===== config.mk =====
export PLATFORM = sky130hd
export DESIGN_NAME = smcsr_cell
export DESIGN_NICKNAME = d
export VERILOG_FILES = /design/src/smcsr_pkg.sv /design/src/smcsr_cell.sv
export SDC_FILE = /design/constraint.sdc
export NUM_CORES = 1
export LEC_CHECK = 0
export BUFFER_PORTS_ARGS = -buffer_cell sky130_fd_sc_hd__buf_2
export CORE_MARGIN = 3
export CORE_UTILIZATION = 26
export DETAILED_ROUTE_END_ITERATION = 7
export GPL_ROUTABILITY_DRIVEN = 0
export PLACE_DENSITY_LB_ADDON = 0.12
export SETUP_SLACK_MARGIN = 0.5
export SKIP_LAST_GASP = 1
export SLEW_MARGIN = 0
export SYNTH_ARGS = -nofsm -noshare
export SYNTH_HDL_FRONTEND = slang
export SYNTH_SLANG_ARGS = --single-unit

===== constraint.sdc =====
create_clock -name clk -period 9.1 [get_ports clk]
set_input_delay 0.91 -clock clk [delete_from_list [all_inputs] [get_ports clk]]
set_output_delay 0.91 -clock clk [all_outputs]
set_load 0.005 [all_outputs]

===== src/smcsr_pkg.sv =====
// Shared types and constants for the sparse matrix store in CSR form.
// Used by the entry cell, the row-start cell and the top level; no dependencies.
package smcsr_pkg;

  localparam int CoordWidth = 6;
  localparam int DimRegWidth = 7;
  localparam int IoValueWidth = 32;

  // Command and result beats.
  typedef struct packed {
    logic                           operation;
    logic [CoordWidth-1:0]          row;
    logic [CoordWidth-1:0]          col;
    logic signed [IoValueWidth-1:0] write_value;
  } cmd_t;

  typedef struct packed {
    logic signed [IoValueWidth-1:0] read_value;
    logic [1:0]                     status;
  } res_t;

  // Operation codes.
  localparam logic OpRead  = 1'b0;
  localparam logic OpWrite = 1'b1;

  // Status codes.
  localparam logic [1:0] StatusOk    = 2'd0;
  localparam logic [1:0] StatusRange = 2'd1;
  localparam logic [1:0] StatusFull  = 2'd2;

  // Configuration register indexes.
  localparam logic [1:0] CfgRowTotal    = 2'd0;
  localparam logic [1:0] CfgColumnTotal = 2'd1;
  localparam logic [1:0] CfgTransposed  = 2'd2;

  // Sequencer states.
  typedef enum logic [2:0] {
    ST_IDLE,
    ST_ROW_LOAD,
    ST_ROW_SHIFT,
    ST_BOUNDS,
    ST_ENT_LOAD,
    ST_ENT_SHIFT,
    ST_APPLY
  } state_t;

  // Controls broadcast to every row-start cell.
  typedef struct packed {
    logic load;
    logic shift;
    logic adj_up;
    logic adj_dn;
  } row_ctl_t;

  // Controls broadcast to every entry cell.
  typedef struct packed {
    logic load;
    logic shift;
    logic ins;
    logic rem;
    logic upd;
  } ent_ctl_t;

endpackage


===== src/smcsr_cell.sv =====
// One entry cell of the packed entry store: column, value and a result carry.
// Depends on smcsr_pkg.
module smcsr_cell #(
  parameter int Index = 0,
  parameter int StartWidth = 9,
  parameter int ValueWidth = 32
) (
  input  logic                              clk,
  input  smcsr_pkg::ent_ctl_t               ctl,
  input  logic [StartWidth-1:0]             lo,
  input  logic [StartWidth-1:0]             hi,
  input  logic [smcsr_pkg::CoordWidth-1:0]  c,
  input  logic [ValueWidth-1:0]             v,
  input  logic                              ge_prev,
  output logic                              ge,
  input  logic [smcsr_pkg::CoordWidth-1:0]  prev_col,
  input  logic [ValueWidth-1:0]             prev_val,
  input  logic [smcsr_pkg::CoordWidth-1:0]  next_col,
  input  logic [ValueWidth-1:0]             next_val,
  output logic [smcsr_pkg::CoordWidth-1:0]  col,
  output logic [ValueWidth-1:0]             val,
  input  logic [ValueWidth:0]               car_in,
  output logic [ValueWidth:0]               car
);
  import smcsr_pkg::*;

  localparam logic [StartWidth-1:0] MyIndex = StartWidth'(Index);

  logic is_pos;
  logic found_here;

  // Columns are sorted within a row, so the flags rise once along the chain.
  assign ge = (MyIndex >= hi) || ((MyIndex >= lo) && (col >= c));
  assign is_pos = ge && !ge_prev;
  assign found_here = (MyIndex < hi) && (col == c);

  // Entry payload: insert shifts up, removal shifts down, update overwrites.
  always_ff @(posedge clk) begin
    if (ctl.ins) begin
      if (is_pos) begin
        col <= c;
        val <= v;
      end else if (ge) begin
        col <= prev_col;
        val <= prev_val;
      end
    end else if (ctl.rem) begin
      if (ge) begin
        col <= next_col;
        val <= next_val;
      end
    end else if (ctl.upd && is_pos) begin
      val <= v;
    end
  end

  // Result carry: the addressed cell loads, then the carry moves toward cell zero.
  // At most one cell loads a nonzero carry, so merging keeps it once it arrives.
  always_ff @(posedge clk) begin
    if (ctl.load) begin
      car <= is_pos ? {found_here, val} : '0;
    end else if (ctl.shift) begin
      car <= car | car_in;
    end
  end

endmodule


Word level (Yosys, flattened, before mapping)
Index checks and enable logic that the tools add are counted.

cells by class
  multiplexer cells = 14
  reduce and logical (&&, ||, !) cells = 13
  bitwise operators = 1
  equal/unequal tests = 3
  magnitude comparators = 4

operators with widths
  operator                                                   number
  two-way mux 32 bit                                         6
  two-way mux 33 bit                                         3
  OR 33 bit                                                  1
  two-way mux 6 bit                                          5
  >= comparator 1 x 9 -> 1 bit, first input constant         2
  less-than comparator 1 x 9 -> 1 bit, first input constant  1
  nonzero test 2 bit                                         4
  == test 6 bit                                              1
  >= comparator 6 bit                                        1
  != test 3 x 1 -> 1 bit, second input constant              2
  AND reduction 3 bit                                        2
  logical AND 1 bit                                          4
  nonzero test 3 bit                                         1
  logical NOT 1 bit                                          1
  logical OR 1 bit                                           1

word-level totals
  register bits = 71
  bits of input ports = 172

Logic depth before layout (Yosys ltp)
  depth after elaboration = 8
  mapped depth = 8
  depth with buffers taken out = 8

Least setup slack after synthesis
No wires, ideal clock.

  kind = input -> register
  from = in c[5] (netlist name)
  to = reg val[0], enable pin
  buffers on the path = 1
  stages = 7
  data required time = 8.668 ns
  path slack = 4.904 ns
  library setup time = 0.432 ns
  arrival time = 3.764 ns
  path through = inv_1 > ha_1 > nand4_1 > o221ai_2 > a21boi_2 > buf_2 > a21oi_1

between the ends
  cells in the longest elaborated chain, start to end = 7

RTL lines
  what                             RTL line          source
  from (decl)                      smcsr_cell.sv:12  input logic [smcsr_pkg::CoordWidth-1:0] c,
  >= comparator 6 bit *            smcsr_cell.sv:33  assign ge = (MyIndex >= hi) || ((MyIndex >= lo) && (col >= c));
  logical AND 1 bit *              smcsr_cell.sv:33
  logical OR 1 bit *               smcsr_cell.sv:33
  logical AND 1 bit                smcsr_cell.sv:34  assign is_pos = ge && !ge_prev;
  logical AND 1 bit                smcsr_cell.sv:52  end else if (ctl.upd && is_pos) begin
  nonzero test 3 bit (no line)     -
  AND reduction 3 bit (no line) *  -
  to (signal assigned)             smcsr_cell.sv:42  val <= v;
  to (signal assigned)             smcsr_cell.sv:50  val <= next_val;
  to (signal assigned)             smcsr_cell.sv:53  val <= v;
  to (decl)                        smcsr_cell.sv:21  output logic [ValueWidth-1:0] val,

Mark *: on every way between the ends. The rest lies on a longest branch, timed or not.
A chain may end at the register's enable or synchronous reset.

Worst setup path in the final report
  from = in c[0] (netlist name)
  to = out ge

between the ends
  cells in the longest elaborated chain, start to end = 3

RTL lines
  what                 RTL line          source
  >= comparator 6 bit  smcsr_cell.sv:33
  logical AND 1 bit    smcsr_cell.sv:33
  logical OR 1 bit     smcsr_cell.sv:33
  to (decl)            smcsr_cell.sv:15  output logic ge,

Every way passes these cells.

==> key figures <==
Worst hold path
  • Hold Crit Class: reg2reg
  • Worst hold stages: 2

STA
  • Crit path time final: 4.25 ns
  • Final Hold Fails: 0
  • Fin crit share: 0.467
  • Max Freq: 0.235 GHz
  • Fin Setup TNS: 0 ns
  • Slew HR: 0.247
  • Worst clock skew: 0.00954 ns
  • Final max-slew violation count: 0
  • RSZ-0062 raised after global routing: no
  • Worst hold slack: 0.629 ns
  • Setup Viol. Count Final: 0
  • Slew @ Worst Pin: 1.13 ns

Synth
  • Syn. warnings: 0
  • Synth top area cells: edfxtp_1, mux2_2, o221a_2, nand3b_1, o22a_1
  • Async SR Flop Fraction: 0
  • Yosys cell types: 33
  • Post-synth EDFFs: 71
  • Yosys top cell area share: 0.486
  • Post-Syn Area: 0.00439 mm^2
  • #FFs+latches synth: 71
  • Mean Syn Cell Area: 11.9 um^2
  • Cell taking the most area after synthesis: edfxtp_1
  • Post-synthesis sequential area ratio: 0.486
  • Main flop type after synthesis: edfxtp_1
  • Synth Net Count: 546
  • Mapped Cells: 368

Flow run
  • Max-Cap Viols: 0

Critical path
  • Crit. path cell count: 8
  • Startpoint Class: primary input
  • Critical-path maximum fanout: 35
  • Worst Reg2Reg Path Length in Cells: 5
  • Crit path required time: 8.19 ns
  • CP cell instances: buf_2 > ha_1 > nand2b_1 > a21oi_1 > o221ai_2 > a21boi_4 > inv_2 > buf_2
  • Critical path class: in2out
  • CP most frequent cell: buf_2
  • Crit-path leading delay family: compound AO/OA/AOI/OAI gates
  • Worst path max stage delay: 0.95 ns
  • Max stage delay cell, worst path: a21boi_4
  • Setup crit end kind: output pin
  • Buf+Inv Stages, Crit Path: 3
  • Crit path DAT: 3.34 ns

Clocking
  • Post-cts hold buffer count: 0
  • CTS buffer count: 9
  • CTS root buffer: clkbuf_16
  • Post-CTS setup buffers: 0
  • Worst-Skew Late Latency: 0.33 ns
  • Post-CTS sizing: 0
  • CTS tree: yes
  • Max clock buf depth: 2
  • Clk pin slew, worst setup/hold paths: 0.05 ns
  • H-tree levels: 3
  • CTS Sinks: 71

Detailed routing
  • Routed Wire Length: 14,800 um
  • DRT iter0 DRCs: 173
  • Drt pass-1 iters: 4
  • Post-route ant nets: 0
  • Via total after detailed routing: 4,083
  • Via-to-Cell Ratio: 5.03
  • Drc violations: 0
  • Wire length per cell: 18.2 um

Place
  • IO buf count: 243
  • Post-detail-place hpwl: 10,700 um

Floorplan
  • Boundary Pins: 244
  • Die width: 136 um
  • Chip Height: 136 um
  • Core area: 0.0162 mm^2
  • Initial core utilization: 0.271
  • Die ar.: 0.0185 mm^2
  • Row cnt: 46

Layout
  • Leading cell types in the layout, fill and taps excluded: buf_2, edfxtp_1, nand3b_1
  • Diodes inserted: 0
  • Area growth, synth to finish: 37.8%
  • Share of cells above drive strength 1: 0.555
  • Commonest non-fill, non-tap cell in the layout: buf_2
  • Final net count: 769

Global routing
  • Grt ovf: 0
  • Antenna violations before repair: 0
  • First-pass GRT wire length: 21,700 um
  • Vias in the first global route: 4,162
  • Total GRT Usage: 0.152
  • Pin count of the biggest net entering global routing: 68

Power
  • Power per cell area: 151 mW/mm^2
  • Peak supply drop: 77.9 uV
  • Total power: 913 uW
  • Lkg Pwr: 2.46 nW

Status
  • Outcome: completed
-- state kept, by name (all words and copies together), names as in the netlist --
| register | count |
|---|---|
| val | 32 |
| car | 33 |
| col | 6 |
-- through the flow --
stage / utilization / std cells / instance area [um^2] / setup slack (ns)
6_report: 0.374 / 812 / 6040 / 4.85
5_1_grt: 0.374 / 812 / 6040 / 4.61
4_1_cts: 0.374 / 812 / 6040 / 4.82
3_5_place_dp: 0.354 / 796 / 5730 / 4.82
3_3_place_gp: 0.354 / 796 / 5730 / 4.88
2_1_floorplan: - / 368 / 4390 / 4.90
-- Yosys cell counts, types with 3 or more instances --
master    number
nor3_1         3
edfxtp_1      71
o22a_1        32
ha_1           6
o221a_2       31
nor2_1        38
clkbuf_1      23
a311oi_1       5
inv_1          6
nand3b_1      39
mux2_2        32
a21oi_1       11
nand2b_1       3
buf_2          3
nand2_1        4
o22ai_1       37
buf_6          5
-- layer usage --
| layer | global-route usage | vias to the layer above | part of all wire |
|---|---|---|---|
| li1 | - | 1968 | - |
| met1 | 0.182 | 1940 | 0.41 |
| met3 | 0.0333 | 14 | 0.069 |
| met5 | 0 | - | 0 |
| met2 | 0.272 | 161 | 0.51 |
| met4 | 0.0521 | 0 | 0.013 |
-- kinds of logic (layout without fill, tap and decap cells) --
family / after synthesis / after routing / synth area share
AOI/OAI and AO/OA: 124 / 124 / 0.242
and+or+nand+nor: 96 / 96 / 0.127
DFF: 71 / 71 / 0.486
buffers and inverters: 39 / 267 / 0.0450
muxes: 32 / 32 / 0.0821
adders and majority gates: 6 / 6 / 0.0171
-- path summary, 6_finish.rpt --
| check | start | to | slack [ns] |
|---|---|---|---|
| min reg2reg | car[2]$_DFFE_PP_ | car[2]$_DFFE_PP_ | 0.63 |
| max reg2reg | col[5]$_DFFE_PP_ | val[4]$_DFFE_PP_ | 5.84 |
| min | car[2]$_DFFE_PP_ | car[2]$_DFFE_PP_ | 0.63 |
| max | c[0] | ge | 4.85 |
-- where the power goes --
| group | switching (mW) | internal [mW] | leakage, nW |
|---|---|---|---|
| combinational | 0.0704 | 0.0833 | 1.62 |
| sequential | 0.00693 | 0.379 | 0.692 |
| clock | 0.136 | 0.237 | 0.147 |
-- worst register-to-register path, cell delays in order, from the launching register on --
cell	delay [ns]
edfxtp_1	0.43
ha_1	0.35
nand4_1	0.16
o221ai_2	0.55
a21boi_4	0.41
a21oi_4	0.98
-- layout make-up --
class / count / area [um^2]
clock inverter: 7 / 87.6
timing repair buffer: 244 / 1220
inverter: 7 / 26.3
clock buffer: 9 / 225
fill: 1651 / 10100
tap: 216 / 270
multi-input combinational: 258 / 2080
sequential: 71 / 2130
(Power assumes the default switching activity.)
