$ cat src/smcsr_pkg.sv
// Shared types and constants for the sparse matrix store in CSR form.
// Used by the entry cell, the row-start cell and the top level; no dependencies.
package smcsr_pkg;

  localparam int CoordWidth = 6;
  localparam int DimRegWidth = 7;
  localparam int IoValueWidth = 32;

  // Command and result beats.
  typedef struct packed {
    logic                           operation;
    logic [CoordWidth-1:0]          row;
    logic [CoordWidth-1:0]          col;
    logic signed [IoValueWidth-1:0] write_value;
  } cmd_t;

  typedef struct packed {
    logic signed [IoValueWidth-1:0] read_value;
    logic [1:0]                     status;
  } res_t;

  // Operation codes.
  localparam logic OpRead  = 1'b0;
  localparam logic OpWrite = 1'b1;

  // Status codes.
  localparam logic [1:0] StatusOk    = 2'd0;
  localparam logic [1:0] StatusRange = 2'd1;
  localparam logic [1:0] StatusFull  = 2'd2;

  // Configuration register indexes.
  localparam logic [1:0] CfgRowTotal    = 2'd0;
  localparam logic [1:0] CfgColumnTotal = 2'd1;
  localparam logic [1:0] CfgTransposed  = 2'd2;

  // Sequencer states.
  typedef enum logic [2:0] {
    ST_IDLE,
    ST_ROW_LOAD,
    ST_ROW_SHIFT,
    ST_BOUNDS,
    ST_ENT_LOAD,
    ST_ENT_SHIFT,
    ST_APPLY
  } state_t;

  // Controls broadcast to every row-start cell.
  typedef struct packed {
    logic load;
    logic shift;
    logic adj_up;
    logic adj_dn;
  } row_ctl_t;

  // Controls broadcast to every entry cell.
  typedef struct packed {
    logic load;
    logic shift;
    logic ins;
    logic rem;
    logic upd;
  } ent_ctl_t;

endpackage

$ cat src/smcsr_row.sv
// One row-start cell: holds a row start and carries bound values toward cell zero.
// Depends on smcsr_pkg.
module smcsr_row #(
  parameter int Index = 0,
  parameter int StartWidth = 9
) (
  input  logic                             clk,
  input  logic                             rst,
  input  smcsr_pkg::row_ctl_t              ctl,
  input  logic [smcsr_pkg::CoordWidth-1:0] r,
  input  logic [StartWidth-1:0]            lo_in,
  input  logic [StartWidth-1:0]            hi_in,
  output logic [StartWidth-1:0]            start_val,
  output logic [StartWidth-1:0]            lo_car,
  output logic [StartWidth-1:0]            hi_car
);
  import smcsr_pkg::*;

  logic above;
  assign above = Index > int'(r);

  // Row start: adjusted when an entry of an earlier row comes or goes.
  always_ff @(posedge clk) begin
    if (rst) begin
      start_val <= '0;
    end else if (ctl.adj_up && above) begin
      start_val <= start_val + 1'b1;
    end else if (ctl.adj_dn && above && (start_val != '0)) begin
      start_val <= start_val - 1'b1;
    end
  end

  // Bound carries for the start of row r and of row r+1. Only one cell loads
  // each bound, so merging the incoming carry keeps it once it reaches cell zero.
  always_ff @(posedge clk) begin
    if (ctl.load) begin
      lo_car <= (Index == int'(r)) ? start_val : '0;
      hi_car <= (Index == int'(r) + 1) ? start_val : '0;
    end else if (ctl.shift) begin
      lo_car <= lo_car | lo_in;
      hi_car <= hi_car | hi_in;
    end
  end

endmodule

$ cat config.mk
export PLATFORM = sky130hd
export DESIGN_NAME = smcsr_row
export DESIGN_NICKNAME = d
export VERILOG_FILES = /design/src/smcsr_pkg.sv /design/src/smcsr_row.sv
export SDC_FILE = /design/constraint.sdc
export NUM_CORES = 1
export LEC_CHECK = 0
export BUFFER_PORTS_ARGS = -buffer_cell sky130_fd_sc_hd__clkbuf_2
export CORE_ASPECT_RATIO = 1.1
export CORE_MARGIN = 2
export CORE_UTILIZATION = 35
export CTS_BUF_LIST = sky130_fd_sc_hd__clkbuf_16
export DETAILED_ROUTE_END_ITERATION = 10
export GPL_TIMING_DRIVEN = 0
export PLACE_DENSITY = 0.83
export SLEW_MARGIN = 20
export SYNTH_ARGS = -nofsm -noshare
export SYNTH_HDL_FRONTEND = slang
export SYNTH_SLANG_ARGS = --single-unit
$ cat constraint.sdc
create_clock -name clk -period 1.1 [get_ports clk]
set_clock_uncertainty 0.2 [all_clocks]
set_input_delay 0.22 -clock clk [delete_from_list [all_inputs] [get_ports clk]]
set_output_delay 0.22 -clock clk [all_outputs]
set_load 0.01 [all_outputs]
== Yosys cells after proc, flatten, opt, wreduce, memory -nomap -nowiden ==
Cells that the tools add are included.
Operators by class
  add/sub/neg operators: 0
  multiply operators: 0
  divide/modulo/power cells: 0
  $lt $le $gt $ge: 0
  eq/ne operators: 0
  shift operators: 0
  muxes and demuxes: 2
  bitwise gates (word level): 2
  reductions and logical operators: 1
Operator list (count)
  $mux W9: 2
  $or A9 B9 Y9: 2
  $reduce_bool A2 Y1: 1
Storage, ports and cells
  flip-flop bits (word level): 18
  latch bits: 0
  bits in writable memories: 0
  memory bits (read-only): 0
  word-level logic and storage cells: 7
  memories: 0

== Logic depth before layout (Yosys ltp) ==
Gate-level depths: netlist (run 1).
  word-level depth: 2
  gate-level depth with buffers: 2
  gate-level depth less buffers: 1

== Worst setup path after synthesis (run 1) ==
No wires, ideal clock.
  path type: input to register
  from: in ctl[3] (netlist bit)
  to: reg hi_car[0], enable pin
  setup time: 296 ps
  arrival: 644 ps
  path slack: -40 ps
  cell stages on the path: 1
  path through: or2_2
On the way
  word-level cells in the longest chain between the ends: 1
Ends and longest elaborated chain
  start: declaration: RTL line smcsr_row.sv:9  | input smcsr_pkg::row_ctl_t ctl,
  $reduce_bool A2 Y1 (no source line)
  end signal: assignment: RTL line smcsr_row.sv:38  | hi_car <= (Index == int'(r) + 1) ? start_val : '0;
  end signal: assignment: RTL line smcsr_row.sv:41  | hi_car <= hi_car | hi_in;
  end: declaration: RTL line smcsr_row.sv:15  | output logic [StartWidth-1:0] hi_car
Every way passes these cells.
A chain may end at the register's enable or synchronous reset.

== Worst setup path in the final report (run 1) ==
  from: reg hi_car[5]
  to: out hi_car[5]
No word-level cell between the ends.

==> qor.yml, run 1 <==
min_path:
  holdCritPathClass: "input pin to flip-flop"
  min_to: "hi_car[1]$_SDFFCE_PP0P_"
  hp-start: "hi_in[1]"
  min_path_cells: 2
logic_synthesis:
  syn_inst: 48
  synth_edf_count: 18
  ys_async_sr_fraction: 0
  yosysTopAreaCellShare: 0.6677
  syn-cell-area_um2: 809.5
  ys_top_cells_by_count: "edfxtp_1, o21ba_2, buf_4"
  yosys_most_used_dff: "edfxtp_1"
  synth.avg_cell_area_um2: 16.87
  synth_seq_cells: 18
  ys_seq_area_frac: 0.6677
  synth.most_common_cell: "edfxtp_1"
  synth_top_cell_by_area: "edfxtp_1"
  synthTopCellsByArea: "edfxtp_1, o21ba_2, buf_4, o21ba_1, buf_6"
  synth.distinct_cells: 7
  yosys_warnings: 0
floorplan:
  io_pins: 57
  die_h_um: 54.44
  rows: 18
  dieArea_um2: 2714
  core_um2: 2230
  start_util: 0.3631
  die_x_um: 49.86
cts:
  clk_latency_ns: 0.24
  holdBufCountCts: 0
  path_clk_slew_ns: 0.05
  clkSinkCount: 18
  htree_levels: 1
  cts-root-buf: "clkbuf_16"
  cts_buffer_depth: 2
  numCtsBuffers: 3
  cts_tree: "yes"
critical_path:
  r2r-end: "hi_car[5]$_SDFFCE_PP0P_"
  crit_chain: "clkbuf_2"
  reg2reg_slack_ns: -0.08
  required_ns: 0.68
  end_kind: "output pin"
  rr_worst_depth: 2
  critPathMaxFanout: 2
  worstSetupStartpointType: "flip-flop"
  critPathMaxStageDelay_ns: 0.40
  critical-path-top-delay-family: "flip-flops"
  worstReg2RegStart: "hi_car[5]$_SDFFCE_PP0P_"
  cp.arrival_ns: 0.79
  criticalPathCategory: "flip-flop to output pin"
  cpMaxStageDelayCell: "edfxtp_1"
  crit_buf_inv: 1
final_layout:
  final_core_util: 0.5870
  final_cell_count_no_fill: 141
  diodes: 0
  area_growth_syn_to_layout_pct: 61.67
  nNetsFinal: 142
  drive_gt1_frac: 0.7117
global_routing:
  grt_max_degree: 19
  gr-usage-all-layers: 0.1244
  grt_pass1_wl_um: 2442
  grt_util_met1: 0.1285
  grt.overflow.total: 0
  use_met3: 0.03005
  antenna_found_initial: 0
  gr-max-usage-layer: "met2"
  grt.met2_usage: 0.2422
  grt_pass1_vias: 560
drt:
  routed_via_density: 4.184
  drc: 0
  wl_per_cell_um: 10.89
  ant_nets: 0
  drtIter0Drc: 4
  firstDrtPassIters: 2
  vias: 590
  wl_um: 1536
place:
  dp_cells: 124
  place_ws_ns: -0.1532
  place.detailed.hpwl_um: 1017
  port_buffers: 38
  place_congestion: 0.6135
sta:
  rsz0062_at_grt: "yes"
  hold_viol: 0
  final-max-slew-violation-count: 0
  tns_ns: -2.251
  setup_ws_ns: -0.1080
  clock.fmax_mhz: 827.8
  setup_viol: 31
  min_period_over_period: 1.098
  finalCriticalPeriod_ns: 1.208
power_and_ir_drop:
  power_density_nw_per_um2: 1460
  p_leak_nw: 0.6383
  ir_drop_uv: 1093
run:
  cap_violations: 0
status:
  run_status: "finished, violations left"
  violations: "setup timing"
==> timing repair <==
item | CTS | global route
buffers inserted | 8 | 5
endpoints found under the setup margin | 18 | 26
hold endpoints to repair | 0 | 0
resized for setup | 5 | 6
==> logic make-up (layout without fill, tap and decap cells) <==
kind of cell	after synthesis	in the layout	synth area share
and+or+nand+nor	1	1	0.007733
other	1	9	0.004632
buffers and inverters	10	65	0.09737
AOI/OAI and AO/OA	18	18	0.2226
DFF	18	18	0.6677
==> where the power goes <==
group	switching [W]	internal, W	leakage (nW)	total (W)
combinational	0.000131	0.000206	0.409	0.000337
sequential	0.0000308	0.000830	0.191	0.000860
clock	0.000231	0.000482	0.0385	0.000714
total	0.000393	0.00152	0.638	0.00191
==> metrics by stage <==
step	power [W]	hold slack, ns	cell area [µm²]
floorplan	0.001009	0.2294	842.1
detailed placement	0.001117	0.3238	1070
CTS	0.001886	0.07399	1240
finish	0.001911	0.07376	1309
global placement	0.001107	0.3184	1070
global route	0.001997	0.07610	1309
==> final cells by class <==
class / instances / area, µm²
fillers: 182 / 920.9
flip-flops and latches: 18 / 540.5
repair buffers: 51 / 287.8
multi-input cells: 28 / 285.3
plain buffers: 10 / 78.83
clock buffers: 3 / 75.07
well taps: 30 / 37.54
clock inverters: 1 / 3.754
==> routing by layer <==
layer / vias to the layer above / wire, µm
met1: 270 / 578
li1: 287 / -
met2: 33 / 841
met4: 0 / 0
met5: - / 0
met3: 0 / 117
==> flip-flops by register name, indices dropped and copies added (netlist names) <==
name / flops
hi_car: 9
lo_car: 9
==> cells in the final DEF (no fill, tap or decap) <==
master	synthesis	routed
buf_4	9	22
clkbuf_16	0	3
clkinv_1	0	1
or2_4	0	1
clkbuf_2	0	37
buf_6	1	1
conb_1	1	9
edfxtp_1	18	18
o21ba_4	0	10
buf_2	0	1
o21ba_1	4	4
o21ba_2	14	4
==> worst max-delay path by stage <==
stage / cells past startpoint / end / from / slack [ns]
after detailed placement: 2 / hi_car[4]$_SDFFCE_PP0P_ / ctl[3] / -0.15
after CTS: 1 / hi_car[6] / hi_car[6]$_SDFFCE_PP0P_ / -0.11
after global routing: 1 / lo_car[0] / lo_car[0]$_SDFFCE_PP0P_ / -0.15
after global placement: 2 / lo_car[3]$_SDFFCE_PP0P_ / ctl[3] / -0.12
after floorplan: 1 / hi_car[0]$_SDFFCE_PP0P_ / hi_car[0]$_SDFFCE_PP0P_ / 0.03
final: 1 / hi_car[5] / hi_car[5]$_SDFFCE_PP0P_ / -0.11
Power figures use the tool's default switching activity.
==> run 2, diff against run 1 <==
- CORE_UTILIZATION: 35 -> 39
- PLACE_DENSITY: 0.83 -> 0.87
- clock period: 1.1 -> 1.2 ns (I/O delays scaled with it)
==> qor.yml, run 2 (synthesized netlist as in run 1, its figures left out) <==
cts:
  holdBufCountCts: 0  # unchanged
  path_clk_slew_ns: 0.05  # about the same
  clk_latency_ns: 0.24  # about the same
  cts_buffer_depth: 2  # unchanged
  cts_tree: "yes"
  numCtsBuffers: 3  # unchanged
  htree_levels: 1  # unchanged
  cts-root-buf: "clkbuf_16"
  clkSinkCount: 18  # unchanged
status:
  violations: "setup timing"
  run_status: "finished, violations left"
critical_path:
  critical-path-top-delay-family: "flip-flops"
  required_ns: 0.76  # +0.08 ns
  cp_num_cells: 1  # unchanged
  critPathMaxStageDelay_ns: 0.40  # about the same
  cp.arrival_ns: 0.79  # about the same
  end_kind: "output pin"
  worstSetupStartpointType: "flip-flop"
  cpMaxStageDelayCell: "edfxtp_1"
  critPathMaxFanout: 2  # unchanged
  rr_worst_depth: 2  # unchanged
  crit_chain: "clkbuf_2"
  criticalPathCategory: "flip-flop to output pin"
  crit_buf_inv: 1  # unchanged
floorplan:
  dieArea_um2: 2457  # -9.5%
  io_pins: 57  # unchanged
  rows: 17  # -1
  die_h_um: 51.79  # -4.9%
  core_um2: 1978  # -11%
  start_util: 0.4092  # +0.04616
  die_x_um: 47.44  # -4.8%
drt:
  firstDrtPassIters: 4  # +2
  wl_um: 1533  # -0.20%
  drc: 0  # unchanged
  wl_per_cell_um: 11.11  # +2.0%
  ant_nets: 0  # unchanged
  vias: 578  # -2.0%
  routed_via_density: 4.188  # about the same
  drtIter0Drc: 6  # +2
final_layout:
  drive_gt1_frac: 0.7091  # -0.002621
  nFillCells: 183  # +0.55%
  area_growth_syn_to_layout_pct: 53.17
  mostFrequentLayoutCells: "clkbuf_2, buf_4, edfxtp_1, o21ba_2, conb_1"
  seq_area_um2: 540.5  # unchanged
  final_cell_count_no_fill: 138  # -2.1%
  diodes: 0  # unchanged
  multi_input_area_um2: 226.5  # -21%
  top_regs: "hi_car (9), lo_car (9)"
  layout_commonest_cell: "clkbuf_2"
  nNetsFinal: 141  # -0.70%
global_routing:
  grt_util_met1: 0.1535  # +0.02503
  use_met3: 0.03819  # +0.008140
  gr-usage-all-layers: 0.1325  # +0.008142
  grt.met2_usage: 0.2275  # -0.01474
  gr-max-usage-layer: "met2"
  grt_pass1_vias: 524  # -6.4%
  grt.overflow.total: 0  # unchanged
  grt_max_degree: 19  # unchanged
  grt_pass1_wl_um: 2318  # -5.1%
  antenna_found_initial: 0  # unchanged
place:
  place.detailed.hpwl_um: 1102  # +8.3%
  port_buffers: 38  # unchanged
  place_congestion: 0.6591  # +7.4%
  dp_cells: 122  # -1.6%
power_and_ir_drop:
  finalPower_w: 0.001721  # -10%
  ir_drop_uv: 977.4  # -11%
  p_leak_nw: 0.6094  # -4.5%
  power_density_nw_per_um2: 1388  # -5.0%
sta:
  hold_slack_ns: 0.09445  # +0.02069 ns
  rsz0062_at_grt: "yes"
  clock.fmax_mhz: 813.8
  final-max-slew-violation-count: 0  # unchanged
  tns_ns: -0.2010  # +2.050 ns
  min_period_over_period: 1.024
  setup_viol: 16  # -48%
  setup_ws_ns: -0.02877  # +0.07919 ns
  finalCriticalPeriod_ns: 1.229
  hold_viol: 0  # unchanged
min_path:
  min_path_cells: 2  # unchanged
  holdCritPathClass: "input pin to flip-flop"
run:
  cap_violations: 0  # unchanged
-- run 2: through the flow --
step,area (µm²),setup WS (ns),utilization
global placement,1065,-0.1942,0.5383
floorplan,839.6,0.04037,-
finish,1240,-0.02877,0.6268
detailed placement,1065,-0.2260,0.5383
CTS,1219,-0.03193,0.6161
global route,1240,-0.05723,0.6268
-- run 2: area by class of cell --
cell class,count,area share
sequential,18,0.4359
multi-input combinational,28,0.1826
clock buffer,3,0.06054
clock inverter,1,0.003027
timing repair buffer,50,0.2260
buffer,10,0.06357
tap,28,0.02825
-- run 2: final timing paths --
check | from | end | slack, ns
setup / recovery | hi_car[2]$_SDFFCE_PP0P_ | hi_car[2] | -0.03
hold / removal | hi_in[3] | hi_car[3]$_SDFFCE_PP0P_ | 0.09
setup reg to reg | hi_car[6]$_SDFFCE_PP0P_ | hi_car[6]$_SDFFCE_PP0P_ | 0.03
hold reg to reg | lo_car[3]$_SDFFCE_PP0P_ | lo_car[3]$_SDFFCE_PP0P_ | 0.36
-- run 2: where the power goes --
group,leakage [nW],switching [W],internal [W]
combinational,0.380,0.000111,0.000164
sequential,0.191,0.0000279,0.000760
clock,0.0385,0.000215,0.000442
total,0.609,0.000354,0.00137
-- run 2: per-layer routing --
layer	wire length (µm)	part of all wire	vias to the layer above
met4	0	0	0
met5	0	0	-
met3	154	0.10	0
li1	-	-	284
met2	795	0.52	34
met1	583	0.38	260
-- run 2: timing repair --
action                     in CTS  in global routing
gates cloned                    0                  0
resized for setup               0                  1
buffers inserted               10                  2
setup endpoints to repair      18                 19
